## src/rtl/cpr_pkg.sv

```systemverilog
`timescale 1ns / 1ps
`default_nettype none
// ----------------------------------------------------------------------------
// cpr_pkg
// Shared types and constants for the clock page replacement block.
// ----------------------------------------------------------------------------
package cpr_pkg;

  localparam int unsigned CfgWidth  = 5;
  localparam int unsigned SlotWidth = 4;
  localparam int unsigned EvWidth   = 16;
  localparam int unsigned CntWidth  = 32;
  localparam logic [CfgWidth-1:0] FramesReset = 5'd16;

  typedef enum logic [2:0] {
    ST_IDLE,
    ST_MATCH,
    ST_DECIDE,
    ST_SWEEP,
    ST_OUT
  } eng_state_e;

  // handshake between the queue and the engine
  typedef struct packed {
    logic valid;
    logic last;
  } q_ctrl_t;

endpackage : cpr_pkg
`default_nettype wire

```

## src/rtl/cpr_front.sv

```systemverilog
`timescale 1ns / 1ps
`default_nettype none
// ----------------------------------------------------------------------------
// cpr_front
// Accepts page references and holds them in a two-entry queue for the engine.
// ----------------------------------------------------------------------------
module cpr_front
  import cpr_pkg::*;
#(
  parameter int unsigned PAGE_BITS = 16
) (
  input  wire logic                 clk_i,
  input  wire logic                 rst_ni,
  input  wire logic                 in_valid_i,
  output logic                      in_ready_o,
  input  wire logic [PAGE_BITS-1:0] page_i,
  input  wire logic                 last_i,
  output q_ctrl_t                   q_ctrl_o,
  output logic [PAGE_BITS-1:0]      q_page_o,
  input  wire logic                 q_pop_i
);

  logic [PAGE_BITS-1:0] page_q [2];
  logic [1:0]           last_q;
  logic                 wr_ptr_q, wr_ptr_d;
  logic                 rd_ptr_q, rd_ptr_d;
  logic [1:0]           count_q, count_d;
  logic                 push, pop;

  assign in_ready_o = (count_q != 2'd2);
  assign push       = in_valid_i && in_ready_o;
  assign pop        = q_pop_i && (count_q != 2'd0);

  always_comb begin
    wr_ptr_d = push ? ~wr_ptr_q : wr_ptr_q;
    rd_ptr_d = pop ? ~rd_ptr_q : rd_ptr_q;
    count_d  = count_q;
    if (push && !pop) begin
      count_d = count_q + 2'd1;
    end else if (pop && !push) begin
      count_d = count_q - 2'd1;
    end
  end

  always_ff @(posedge clk_i or negedge rst_ni) begin
    if (!rst_ni) begin
      wr_ptr_q <= 1'b0;
      rd_ptr_q <= 1'b0;
      count_q  <= 2'd0;
    end else begin
      wr_ptr_q <= wr_ptr_d;
      rd_ptr_q <= rd_ptr_d;
      count_q  <= count_d;
    end
  end

  always_ff @(posedge clk_i) begin
    if (push) begin
      page_q[wr_ptr_q] <= page_i;
      last_q[wr_ptr_q] <= last_i;
    end
  end

  assign q_ctrl_o.valid = (count_q != 2'd0);
  assign q_ctrl_o.last  = last_q[rd_ptr_q];
  assign q_page_o       = page_q[rd_ptr_q];

endmodule : cpr_front
`default_nettype wire

```

## src/rtl/cpr_engine.sv

```systemverilog
`timescale 1ns / 1ps
`default_nettype none
// ----------------------------------------------------------------------------
// cpr_engine
// Frame table, clock hand and totals; resolves one reference at a time and
// drives the output register.
// ----------------------------------------------------------------------------
module cpr_engine
  import cpr_pkg::*;
#(
  parameter int unsigned FRAMES    = 16,
  parameter int unsigned PAGE_BITS = 16
) (
  input  wire logic                 clk_i,
  input  wire logic                 rst_ni,
  input  wire logic                 cfg_we_i,
  input  wire logic [CfgWidth-1:0]  cfg_wdata_i,
  input  wire q_ctrl_t              q_ctrl_i,
  input  wire logic [PAGE_BITS-1:0] q_page_i,
  output logic                      q_pop_o,
  output logic                      out_valid_o,
  input  wire logic                 out_ready_i,
  output logic                      hit_o,
  output logic [SlotWidth-1:0]      slot_o,
  output logic                      evicted_valid_o,
  output logic [EvWidth-1:0]        evicted_page_o,
  output logic [CntWidth-1:0]       hit_total_o,
  output logic [CntWidth-1:0]       miss_total_o,
  output logic                      last_result_o
);

  localparam int unsigned IW = (FRAMES > 1) ? $clog2(FRAMES) : 1;
  localparam int unsigned NW = $clog2(FRAMES + 1);

  eng_state_e state_q, state_d;

  logic [PAGE_BITS-1:0] frame_page_q [FRAMES];
  logic [FRAMES-1:0]    valid_q, valid_d;
  logic [FRAMES-1:0]    ref_q, ref_d;
  logic [IW-1:0]        hand_q, hand_d;
  logic [NW-1:0]        filled_q, filled_d;
  logic [CntWidth-1:0]  hit_cnt_q, hit_cnt_d;
  logic [CntWidth-1:0]  miss_cnt_q, miss_cnt_d;
  logic [CfgWidth-1:0]  fiu_q;

  logic [PAGE_BITS-1:0] page_q;
  logic                 last_q;
  logic [FRAMES-1:0]    match_q, match_d;
  logic [FRAMES-1:0]    free_q, free_d;

  logic                 res_hit_q, res_hit_d;
  logic [IW-1:0]        res_slot_q, res_slot_d;
  logic                 res_ev_q, res_ev_d;
  logic [PAGE_BITS-1:0] res_evpage_q, res_evpage_d;

  logic                 out_valid_q, out_valid_d;
  logic                 out_hit_q;
  logic [SlotWidth-1:0] out_slot_q;
  logic                 out_ev_q;
  logic [EvWidth-1:0]   out_evpage_q;
  logic [CntWidth-1:0]  out_hit_tot_q;
  logic [CntWidth-1:0]  out_miss_tot_q;
  logic                 out_last_q;

  logic [NW-1:0]        n_frames;
  logic [IW-1:0]        match_idx, free_idx, hand_next;
  logic                 out_free, out_load, page_we, clear;
  logic [IW-1:0]        page_waddr;

  // active frame count, clamped to 1..FRAMES
  always_comb begin
    if (fiu_q == '0) begin
      n_frames = NW'(1);
    end else if (int'(fiu_q) > int'(FRAMES)) begin
      n_frames = NW'(FRAMES);
    end else begin
      n_frames = NW'(fiu_q);
    end
  end

  // lowest set bit of the match and free vectors
  always_comb begin
    match_idx = '0;
    free_idx  = '0;
    for (int i = FRAMES - 1; i >= 0; i--) begin
      if (match_q[i]) begin
        match_idx = IW'(i);
      end
      if (free_q[i]) begin
        free_idx = IW'(i);
      end
    end
  end

  assign hand_next = ((NW'(hand_q) + NW'(1)) == n_frames) ? '0 : hand_q + IW'(1);
  assign out_free  = !out_valid_q || out_ready_i;

  always_comb begin
    state_d = state_q;
    case (state_q)
      ST_IDLE: begin
        if (q_ctrl_i.valid) begin
          state_d = ST_MATCH;
        end
      end
      ST_MATCH: state_d = ST_DECIDE;
      ST_DECIDE: begin
        if ((|match_q) || (|free_q)) begin
          state_d = ST_OUT;
        end else begin
          state_d = ST_SWEEP;
        end
      end
      ST_SWEEP: begin
        if (!ref_q[hand_q]) begin
          state_d = ST_OUT;
        end
      end
      ST_OUT: begin
        if (out_free) begin
          state_d = ST_IDLE;
        end
      end
      default: state_d = ST_IDLE;
    endcase
  end

  always_comb begin
    q_pop_o      = (state_q == ST_IDLE) && q_ctrl_i.valid;
    match_d      = match_q;
    free_d       = free_q;
    valid_d      = valid_q;
    ref_d        = ref_q;
    hand_d       = hand_q;
    filled_d     = filled_q;
    hit_cnt_d    = hit_cnt_q;
    miss_cnt_d   = miss_cnt_q;
    res_hit_d    = res_hit_q;
    res_slot_d   = res_slot_q;
    res_ev_d     = res_ev_q;
    res_evpage_d = res_evpage_q;
    page_we      = 1'b0;
    page_waddr   = hand_q;
    out_load     = 1'b0;
    clear        = cfg_we_i;
    case (state_q)
      ST_MATCH: begin
        for (int i = 0; i < FRAMES; i++) begin
          match_d[i] = valid_q[i] && (frame_page_q[i] == page_q) && (NW'(i) < n_frames);
          free_d[i]  = !valid_q[i] && (NW'(i) < n_frames);
        end
        if (NW'(hand_q) >= n_frames) begin
          hand_d = '0;
        end
      end
      ST_DECIDE: begin
        res_ev_d     = 1'b0;
        res_evpage_d = '0;
        if (|match_q) begin
          res_hit_d          = 1'b1;
          res_slot_d         = match_idx;
          ref_d[match_idx]   = 1'b1;
          hit_cnt_d          = (hit_cnt_q == '1) ? hit_cnt_q : hit_cnt_q + CntWidth'(1);
        end else begin
          res_hit_d  = 1'b0;
          miss_cnt_d = (miss_cnt_q == '1) ? miss_cnt_q : miss_cnt_q + CntWidth'(1);
          if (|free_q) begin
            res_slot_d        = free_idx;
            valid_d[free_idx] = 1'b1;
            ref_d[free_idx]   = 1'b1;
            filled_d          = filled_q + NW'(1);
            page_we           = 1'b1;
            page_waddr        = free_idx;
          end
        end
      end
      ST_SWEEP: begin
        if (ref_q[hand_q]) begin
          ref_d[hand_q] = 1'b0;
          hand_d        = hand_next;
        end else begin
          res_slot_d      = hand_q;
          res_ev_d        = valid_q[hand_q];
          res_evpage_d    = valid_q[hand_q] ? frame_page_q[hand_q] : '0;
          valid_d[hand_q] = 1'b1;
          ref_d[hand_q]   = 1'b1;
          hand_d          = hand_next;
          page_we         = 1'b1;
        end
      end
      ST_OUT: begin
        out_load = out_free;
        clear    = cfg_we_i || (out_free && last_q);
      end
      default: ;
    endcase
    if (clear) begin
      valid_d    = '0;
      ref_d      = '0;
      hand_d     = '0;
      filled_d   = '0;
      hit_cnt_d  = '0;
      miss_cnt_d = '0;
    end
  end

  assign out_valid_d = out_load ? 1'b1 : (out_ready_i ? 1'b0 : out_valid_q);

  always_ff @(posedge clk_i or negedge rst_ni) begin
    if (!rst_ni) begin
      state_q     <= ST_IDLE;
      valid_q     <= '0;
      ref_q       <= '0;
      hand_q      <= '0;
      filled_q    <= '0;
      hit_cnt_q   <= '0;
      miss_cnt_q  <= '0;
      fiu_q       <= FramesReset;
      out_valid_q <= 1'b0;
    end else begin
      state_q     <= state_d;
      valid_q     <= valid_d;
      ref_q       <= ref_d;
      hand_q      <= hand_d;
      filled_q    <= filled_d;
      hit_cnt_q   <= hit_cnt_d;
      miss_cnt_q  <= miss_cnt_d;
      out_valid_q <= out_valid_d;
      if (cfg_we_i) begin
        fiu_q <= cfg_wdata_i;
      end
    end
  end

  always_ff @(posedge clk_i) begin
    if (q_pop_o) begin
      page_q <= q_page_i;
      last_q <= q_ctrl_i.last;
    end
    if (page_we) begin
      frame_page_q[page_waddr] <= page_q;
    end
    match_q      <= match_d;
    free_q       <= free_d;
    res_hit_q    <= res_hit_d;
    res_slot_q   <= res_slot_d;
    res_ev_q     <= res_ev_d;
    res_evpage_q <= res_evpage_d;
    if (out_load) begin
      out_hit_q      <= res_hit_q;
      out_slot_q     <= SlotWidth'(res_slot_q);
      out_ev_q       <= res_ev_q;
      out_evpage_q   <= EvWidth'(res_evpage_q);
      out_hit_tot_q  <= hit_cnt_q;
      out_miss_tot_q <= miss_cnt_q;
      out_last_q     <= last_q;
    end
  end

  assign out_valid_o     = out_valid_q;
  assign hit_o           = out_hit_q;
  assign slot_o          = out_slot_q;
  assign evicted_valid_o = out_ev_q;
  assign evicted_page_o  = out_evpage_q;
  assign hit_total_o     = out_hit_tot_q;
  assign miss_total_o    = out_miss_tot_q;
  assign last_result_o   = out_last_q;

endmodule : cpr_engine
`default_nettype wire

```

## src/rtl/clock_page_replacement.sv

```systemverilog
`timescale 1ns / 1ps
`default_nettype none
// ----------------------------------------------------------------------------
// clock_page_replacement
// Clock (second chance) page replacement over a configurable set of frames.
// ----------------------------------------------------------------------------
// One reference is resolved at a time. A hit or a fill of a free frame goes
// through the states IDLE, MATCH, DECIDE and OUT on its way from the input
// queue to the output register; a replacement adds the clock sweep, one frame
// per cycle, until the hand finds a clear reference bit. A two-entry input
// queue and the output register let both sides keep moving while the engine
// works. A frames_in_use write or a reference marked last clears all frames,
// the hand and the totals.
module clock_page_replacement
  import cpr_pkg::*;
#(
  parameter int unsigned FRAMES    = 16,
  parameter int unsigned PAGE_BITS = 16
) (
  input  wire logic                 clk_i,
  input  wire logic                 rst_ni,
  input  wire logic                 cfg_we_i,
  input  wire logic [CfgWidth-1:0]  cfg_wdata_i,
  input  wire logic                 in_valid_i,
  output logic                      in_ready_o,
  input  wire logic [PAGE_BITS-1:0] page_i,
  input  wire logic                 last_reference_i,
  output logic                      out_valid_o,
  input  wire logic                 out_ready_i,
  output logic                      hit_o,
  output logic [SlotWidth-1:0]      slot_o,
  output logic                      evicted_valid_o,
  output logic [EvWidth-1:0]        evicted_page_o,
  output logic [CntWidth-1:0]       hit_total_o,
  output logic [CntWidth-1:0]       miss_total_o,
  output logic                      last_result_o
);

  q_ctrl_t              q_ctrl;
  logic [PAGE_BITS-1:0] q_page;
  logic                 q_pop;

  cpr_front #(
    .PAGE_BITS(PAGE_BITS)
  ) u_front (
    .clk_i     (clk_i),
    .rst_ni    (rst_ni),
    .in_valid_i(in_valid_i),
    .in_ready_o(in_ready_o),
    .page_i    (page_i),
    .last_i    (last_reference_i),
    .q_ctrl_o  (q_ctrl),
    .q_page_o  (q_page),
    .q_pop_i   (q_pop)
  );

  cpr_engine #(
    .FRAMES   (FRAMES),
    .PAGE_BITS(PAGE_BITS)
  ) u_engine (
    .clk_i          (clk_i),
    .rst_ni         (rst_ni),
    .cfg_we_i       (cfg_we_i),
    .cfg_wdata_i    (cfg_wdata_i),
    .q_ctrl_i       (q_ctrl),
    .q_page_i       (q_page),
    .q_pop_o        (q_pop),
    .out_valid_o    (out_valid_o),
    .out_ready_i    (out_ready_i),
    .hit_o          (hit_o),
    .slot_o         (slot_o),
    .evicted_valid_o(evicted_valid_o),
    .evicted_page_o (evicted_page_o),
    .hit_total_o    (hit_total_o),
    .miss_total_o   (miss_total_o),
    .last_result_o  (last_result_o)
  );

`ifndef NO_ASSERTIONS
  a_hit_no_evict : assert property (@(posedge clk_i) disable iff (!rst_ni)
    out_valid_o |-> !(hit_o && evicted_valid_o))
    else $error("hit result reports an eviction");

  a_evict_page_zero : assert property (@(posedge clk_i) disable iff (!rst_ni)
    (out_valid_o && !evicted_valid_o) |-> (evicted_page_o == '0))
    else $error("evicted page nonzero without eviction");

  a_hit_counted : assert property (@(posedge clk_i) disable iff (!rst_ni)
    (out_valid_o && hit_o) |-> (hit_total_o != '0))
    else $error("hit result with zero hit total");

  a_miss_counted : assert property (@(posedge clk_i) disable iff (!rst_ni)
    (out_valid_o && !hit_o) |-> (miss_total_o != '0))
    else $error("miss result with zero miss total");
`endif

endmodule : clock_page_replacement
`default_nettype wire

```

## config.mk

```make
export PLATFORM = sky130hd
export DESIGN_NAME = clock_page_replacement
export DESIGN_NICKNAME = d
export VERILOG_FILES = /design/src/rtl/cpr_pkg.sv /design/src/rtl/cpr_front.sv /design/src/rtl/cpr_engine.sv /design/src/rtl/clock_page_replacement.sv
export SDC_FILE = /design/constraint.sdc
export NUM_CORES = 1
export LEC_CHECK = 0
export BUFFER_PORTS_ARGS = -buffer_cell sky130_fd_sc_hd__buf_2
export CORE_MARGIN = 2
export CORE_UTILIZATION = 40
export DETAILED_ROUTE_END_ITERATION = 12
export PLACE_DENSITY = 0.64
export REMOVE_ABC_BUFFERS = 1
export SYNTH_ARGS = -nofsm -noshare
export SYNTH_HDL_FRONTEND = slang
export SYNTH_HIERARCHICAL = 1
export SYNTH_SLANG_ARGS = --single-unit
```

## constraint.sdc

```tcl
create_clock -name clk_i -period 10.8 [get_ports clk_i]
set_input_delay 2.16 -clock clk_i [delete_from_list [all_inputs] [get_ports clk_i]]
set_output_delay 2.16 -clock clk_i [all_outputs]
set_load 0.005 [all_outputs]
```

## After elaboration in Yosys (flattened, before gate mapping)

Memories as Yosys holds them, arrays and structs flattened. A register that Yosys moved wholly into a read port is not among the register bits.
Index checks and enable logic that the tools add are counted.
Widths: inputs -> output; s select.

| word-level totals | value |
|---|---|
| register bits | 257 |
| bits in latches | 0 |
| RAM bits | 288 |
| bits in read-only memories | 0 |
| output and inout port bits | 89 |
| memories kept | 2 |

Memories:

| name | depth | bits a word | read ports | clocked after memory_dff | write ports | line | text |
|---|---|---|---|---|---|---|---|
| u_engine.frame_page_q | 16 | 16 | 17 | 0 | 1 | cpr_engine.sv:37 | `logic [PAGE_BITS-1:0] frame_page_q [FRAMES];` |
| u_front.page_q | 2 | 16 | 1 | 1 | 1 | cpr_front.sv:23 | `logic [PAGE_BITS-1:0] page_q [2];` |

| cells by class | value |
|---|---|
| add/subtract/negate cells | 6 |
| $mul | 0 |
| divide/modulo/power cells | 0 |
| $lt $le $gt $ge | 27 |
| eq/ne operators | 36 |
| shift-type cells | 0 |
| mux-type cells | 103 |
| bitwise gates (word level) | 9 |
| reductions and logical operators | 100 |

Operator list:

| cell | number |
|---|---|
| $eq 16x16->1 | 16 |
| $mux 32 | 8 |
| $mux 4 | 41 |
| $mux 16 | 10 |
| $pmux 16 s2 | 3 |
| $or 16x16->16 | 5 |
| $add 32x1->32 const B | 2 |
| $eq 32x32->1 const B | 2 |
| $logic_and 1x1->1 | 58 |
| $lt 4x5->1 const A | 8 |
| $reduce_or 16->1 | 2 |
| $mux 1 | 21 |
| $lt 3x5->1 const A | 4 |
| $logic_not 1->1 | 19 |
| $and 16x16->16 | 1 |
| $not 16->16 | 1 |
| $pmux 4 s2 | 2 |
| $lt 4x5->1 const B | 3 |
| $pmux 3 s5 | 1 |
| $demux 1 s4 | 3 |
| $ge 4x1->1 const B | 3 |
| $mux 3 | 4 |
| $reduce_and 3->1 | 4 |
| $reduce_bool 2->1 | 6 |
| 32 further kinds | 54 |

## Longest topological paths before layout

| depth | value |
|---|---|
| depth in word-level cells | 25 |
| depth in mapped cells | 12 |

## By module

The synthesis kept the hierarchy.

Modules (own cells, without submodules):

| module | times used | cells an instance | area each (um^2) | sequential area each (um^2) |
|---|---|---|---|---|
| cpr_engine | 1 | 1837 | 25034.0 | 15160.8 |
| cpr_front | 1 | 71 | 1473.9 | 1121.1 |

## Least setup slack after synthesis

Ideal clock, no wire load.

| timing path | value |
|---|---|
| path type | input -> register |
| start point | input out_ready_i |
| end point | register u_engine.hit_cnt_q[24] |
| data arrival time | 7.362 ns |
| path slack | 3.306 ns |
| stages on the path | 7 |
| buffers on the path | 3 |
| cell sequence | nor2b_1 -> nor2_1 -> a21o_1 -> clkbuf_1 -> clkbuf_1 -> clkbuf_1 -> nor2_1 |

| on the way | value |
|---|---|
| word-level cells in the longest chain between the ends | 6 |
| elaborated cells on any way between the ends | 9 |
| classes of those cells | 1 x eq/ne; 2 x mux; 6 x reduce/logical |

RTL lines:

| what | line | text |
|---|---|---|
| from (decl) | clock_page_replacement.sv:29 | `input wire logic out_ready_i,` |
| $logic_or 1x1->1 (*) | cpr_engine.sv:96 | `assign out_free = !out_valid_q \|\| out_ready_i;` |
| $logic_and 1x1->1 (*) | cpr_engine.sv:193 | `clear = cfg_we_i \|\| (out_free && last_q);` |
| $logic_or 1x1->1 (*) | cpr_engine.sv:193 |  |
| $mux 1 (*) | cpr_engine.sv:146 | `case (state_q)` |
| $ne 2x1->1 (no line) / $reduce_bool 2->1 (equally long branches) | - |  |
| $reduce_and 3->1 (no line) | - |  |
| to (signal assigned) | cpr_engine.sv:226 | `hit_cnt_q <= hit_cnt_d;` |
| to (decl) | cpr_engine.sv:42 | `logic [CntWidth-1:0] hit_cnt_q, hit_cnt_d;` |

Every way passes the cells marked *; elsewhere a longest branch is shown, timed or not.
A chain may end at the register's enable or synchronous reset.

## Final worst setup path

| timing path | value |
|---|---|
| start point | register u_engine.match_q[4] |
| end point | memory u_engine.frame_page_q[2][2], enable pin |

| on the way | value |
|---|---|
| word-level cells in the longest chain between the ends | 5 |
| elaborated cells on any way between the ends | 7 |
| classes of those cells | 6 x mux; 1 x reduce/logical |

RTL lines:

| what | line | text |
|---|---|---|
| from (decl) | cpr_engine.sv:48 | `logic [FRAMES-1:0] match_q, match_d;` |
| from (signal assigned) | cpr_engine.sv:243 | `match_q <= match_d;` |
| $reduce_or 16->1 (*) | cpr_engine.sv:159 | `if (\|match_q) begin` |
| $mux 1 | cpr_engine.sv:159 |  |
| $pmux 1 s2 | cpr_engine.sv:146 |  |
| $mux 1 | cpr_engine.sv:240 | `if (page_we) begin` |
| $mux 1 (not written as such) | cpr_engine.sv:241 | `frame_page_q[page_waddr] <= page_q;` |
| to (decl) | cpr_engine.sv:37 |  |

Marked as above.

==> results_dict.tcl <==
set metrics [dict create \
    start_kind "flop" \
    p_per_area_nw_per_um2 225 \
    async_reset_ff_frac 0.201 \
    clock_skew_ns 0.0318 \
    r2r_start "u_engine/match_q[4]" \
    crit_type "flop to flop" \
    rsz0062_at_grt "false" \
    grt_max_degree 79 \
    drc_errors 0 \
    power_leakage_uw 0.0102 \
    synthesis.instances 1908 \
    cts_root_buf "clkbuf_16" \
    setup-tns-final_ns 0 \
    power_uw 6760 \
    drive_gt1_frac 0.195 \
    dr.first_iter.drc_count 1913 \
    syn_area_per_cell_um2 13.9 \
    synth_seq_cells 561 \
    crit_fanout 16 \
    cp_slowest_cell "nor2_1" \
    hold_violations 0 \
    antenna_left 0 \
    place.gp.congestion 0.946 \
    io_buffers 115 \
    clock_latency_ns 0.63 \
    worstMarginPinSlew_ns 1.31 \
    arrival_ns 4.77 \
    end_kind "flop" \
    start_util 0.404 \
    die_w_um 261 \
    ctsHtreeMaxLevel 2 \
    finalSetupViolCount 0 \
    r2r_end "u_engine/frame_page_q[2][2]" \
    cts_resized 0 \
    wire_per_inst_um 23.8 \
    grt_pass1_wl_mm 106 \
    grt_pass1_vias 16857 \
    slowest_delay_ns 1.07 \
    required_ns 11.02 \
    track_usage 0.205 \
    numCtsBuffers 59 \
    whs_ns 0.418 \
    hold_end "u_engine/evicted_valid_o" \
    instances_no_fill 2934 \
    cap_violations 0 \
    slew-limit-headroom 0.120 \
    worstHoldPathCells 0 \
    syn-cell-area_um2 26500 \
    yosysWarningCount 6 \
    worst_ir_drop_vdd_mv 0.132 \
    area_growth_pct 13.4 \
    grt-ovfl-total 0 \
    cts_setup_buffers 0 \
    synth.top_cell.area_share 0.508 \
    r2r_slack_ns 6.25 \
    status "finished clean" \
    min_period_ns 4.55 \
    path_delay_family "simple AND/OR/NAND/NOR gates" \
    r2r_cells 6 \
    dp.cells 2826 \
    drt-pass1-iter-count 6 \
    cts_tree "built" \
    clock_sinks 561 \
    postCtsHoldBufs 0 \
    hold_class "flop to flop" \
    hp-start "u_engine/res_ev_q" \
    clk_pin_slew_ns 0.07 \
    n_antenna_cell 0 \
    yosys.cell_types.count 82 \
    coreArea_um2 65600 \
    dp_hpwl_mm 48.5 \
    die_area_um2 68300 \
    vias 16841 \
    netlist_top_cells_area "edfxtp_1 (51%), dfrtp_1 (11%), mux4_2 (7.6%)" \
    yosysTopAreaCell "edfxtp_1" \
    row_count 94 \
    grt_antenna_before_repair 2 \
    fmax_ghz 0.220 \
    viasPerCell 5.74 \
    drt_wl_total_mm 69.9 \
    cpMostUsedCell "nor2_1" \
    die_h_um 261 \
    clockBufferDepth 3 \
    slew_viol_final 0 \
    synth_ff_type "edfxtp_1" \
    fin_ws_ns 6.25 \
    finalNetCount 2061 \
    nFillCells 5756 \
    synth_edf_count 448 \
    seq_area_um2 16300 \
    post-place-ws_ns 6.12 \
    multi_input_area_um2 9690 \
    crit_cells 6 \
    ios 116 \
    ys_seq_area_frac 0.614 \
    path_cells "or4_1 > nor4_4 > inv_4 > nor2_1 > a32oi_1 > nor2_1" \
    timing.final.crit_share 0.421 \
    cp_num_buf_inv 1 \
]
[worst max-delay path by stage]
stage                             start                      endpoint  slack [ns]
floorplan                   out_ready_i            u_engine/hand_q[0]        2.47
global placement            out_ready_i             u_engine/ref_q[8]        6.17
detailed placement          out_ready_i            u_engine/ref_q[13]        6.12
CTS                  u_engine/hand_q[0]  u_engine/frame_page_q[8][11]        6.17
global route        u_engine/match_q[5]  u_engine/frame_page_q[2][13]        5.90
finish              u_engine/match_q[4]   u_engine/frame_page_q[2][2]        6.25
[cells in the mapped netlist, types with 17 or more instances]
master,count
edfxtp_1,448
xor2_1,163
xnor2_1,154
nor2_1,150
dfrtp_1,112
mux4_2,90
nand2_1,81
clkbuf_1,79
nand4_1,61
nor4_1,57
nand3_1,54
a21oi_1,52
nor3_1,49
and3_1,35
inv_1,26
o21ai_0,21
mux2_2,20
and4_1,17
[per-stage QoR]
stage	area, um2	util
3_3_place_gp	28100	0.428
4_1_cts	30100	0.458
2_1_floorplan	26100	-
3_5_place_dp	28100	0.428
6_report	30100	0.458
5_1_grt	30100	0.458
[registers in the layout, summed over array words and instances (netlist names), 2 cells and up]
name / flops
u_engine/page_q: 16
u_engine/frame_page_q: 256
u_engine/ref_q: 16
u_engine/hit_cnt_q: 32
u_engine/miss_total_o: 32
u_engine/free_q: 16
u_front/count_q: 2
u_front/page_q: 32
u_engine/hit_total_o: 32
u_engine/res_evpage_q: 16
u_engine/state_q: 3
u_front/last_q: 2
u_engine/slot_o: 4
u_engine/valid_q: 16
u_engine/res_slot_q: 4
u_engine/evicted_page_o: 16
u_engine/match_q: 16
u_engine/hand_q: 4
u_engine/miss_cnt_q: 32
u_engine/fiu_q: 5
[layout make-up]
cell class                      instances  area share
Clock buffer                           70      0.0522
Clock inverter                         38      0.0133
Tap cell                              864      0.0360
Inverter                               28     0.00358
Timing Repair Buffer                  160      0.0305
Sequential cell                       561       0.542
Multi-Input combinational cell       1213       0.322
[placed cells by master (no fill, tap or decap), types with 6 or more instances in the layout]
cell | netlist | final
edfxtp_1 | 448 | 448
xor2_1 | 163 | 163
xnor2_1 | 154 | 154
nor2_1 | 150 | 146
buf_2 | 12 | 114
dfrtp_1 | 112 | 110
mux4_2 | 90 | 90
nand2_1 | 81 | 81
nand4_1 | 61 | 61
clkbuf_16 | 0 | 60
nor4_1 | 57 | 56
nand3_1 | 54 | 54
a21oi_1 | 52 | 52
nor3_1 | 49 | 49
buf_4 | 2 | 46
and3_1 | 35 | 35
inv_1 | 26 | 26
o21ai_0 | 21 | 21
mux2_2 | 20 | 20
and4_1 | 17 | 17
a211oi_1 | 15 | 15
clkinv_2 | 0 | 12
clkinv_1 | 1 | 12
nand2b_1 | 12 | 12
a31oi_1 | 12 | 12
and2_1 | 12 | 12
nor2b_1 | 11 | 11
ha_1 | 11 | 11
mux2_4 | 9 | 9
bufinv_16 | 0 | 8
or4_1 | 8 | 8
o211ai_1 | 8 | 8
a221oi_1 | 8 | 8
clkbuf_1 | 79 | 7
mux2i_1 | 7 | 7
or2_2 | 6 | 6
a21o_1 | 7 | 6
o31ai_1 | 6 | 6
[power breakdown]
part	switching (uW)	total, uW	internal, uW
Combinational	1120	1740	612
Sequential	179	2950	2770
Clock	843	2070	1220
[metal layers]
layer,global-route usage,part of all wire,vias to the layer above
li1,-,-,7468
met2,0.342,0.49,721
met5,0,0,-
met1,0.273,0.41,8509
met4,0.0712,0.035,0
met3,0.0320,0.072,143
[cells by family after synthesis]
| family | synth area share |
|---|---|
| DFF | 0.614 |
| buffers and inverters | 0.0212 |
| and+or+nand+nor | 0.115 |
| muxes | 0.0927 |
| adders and majority gates | 0.00519 |
| AOI/OAI and AO/OA | 0.0466 |
| xor gates and xnor gates | 0.105 |
Power figures use the tool's default switching activity.
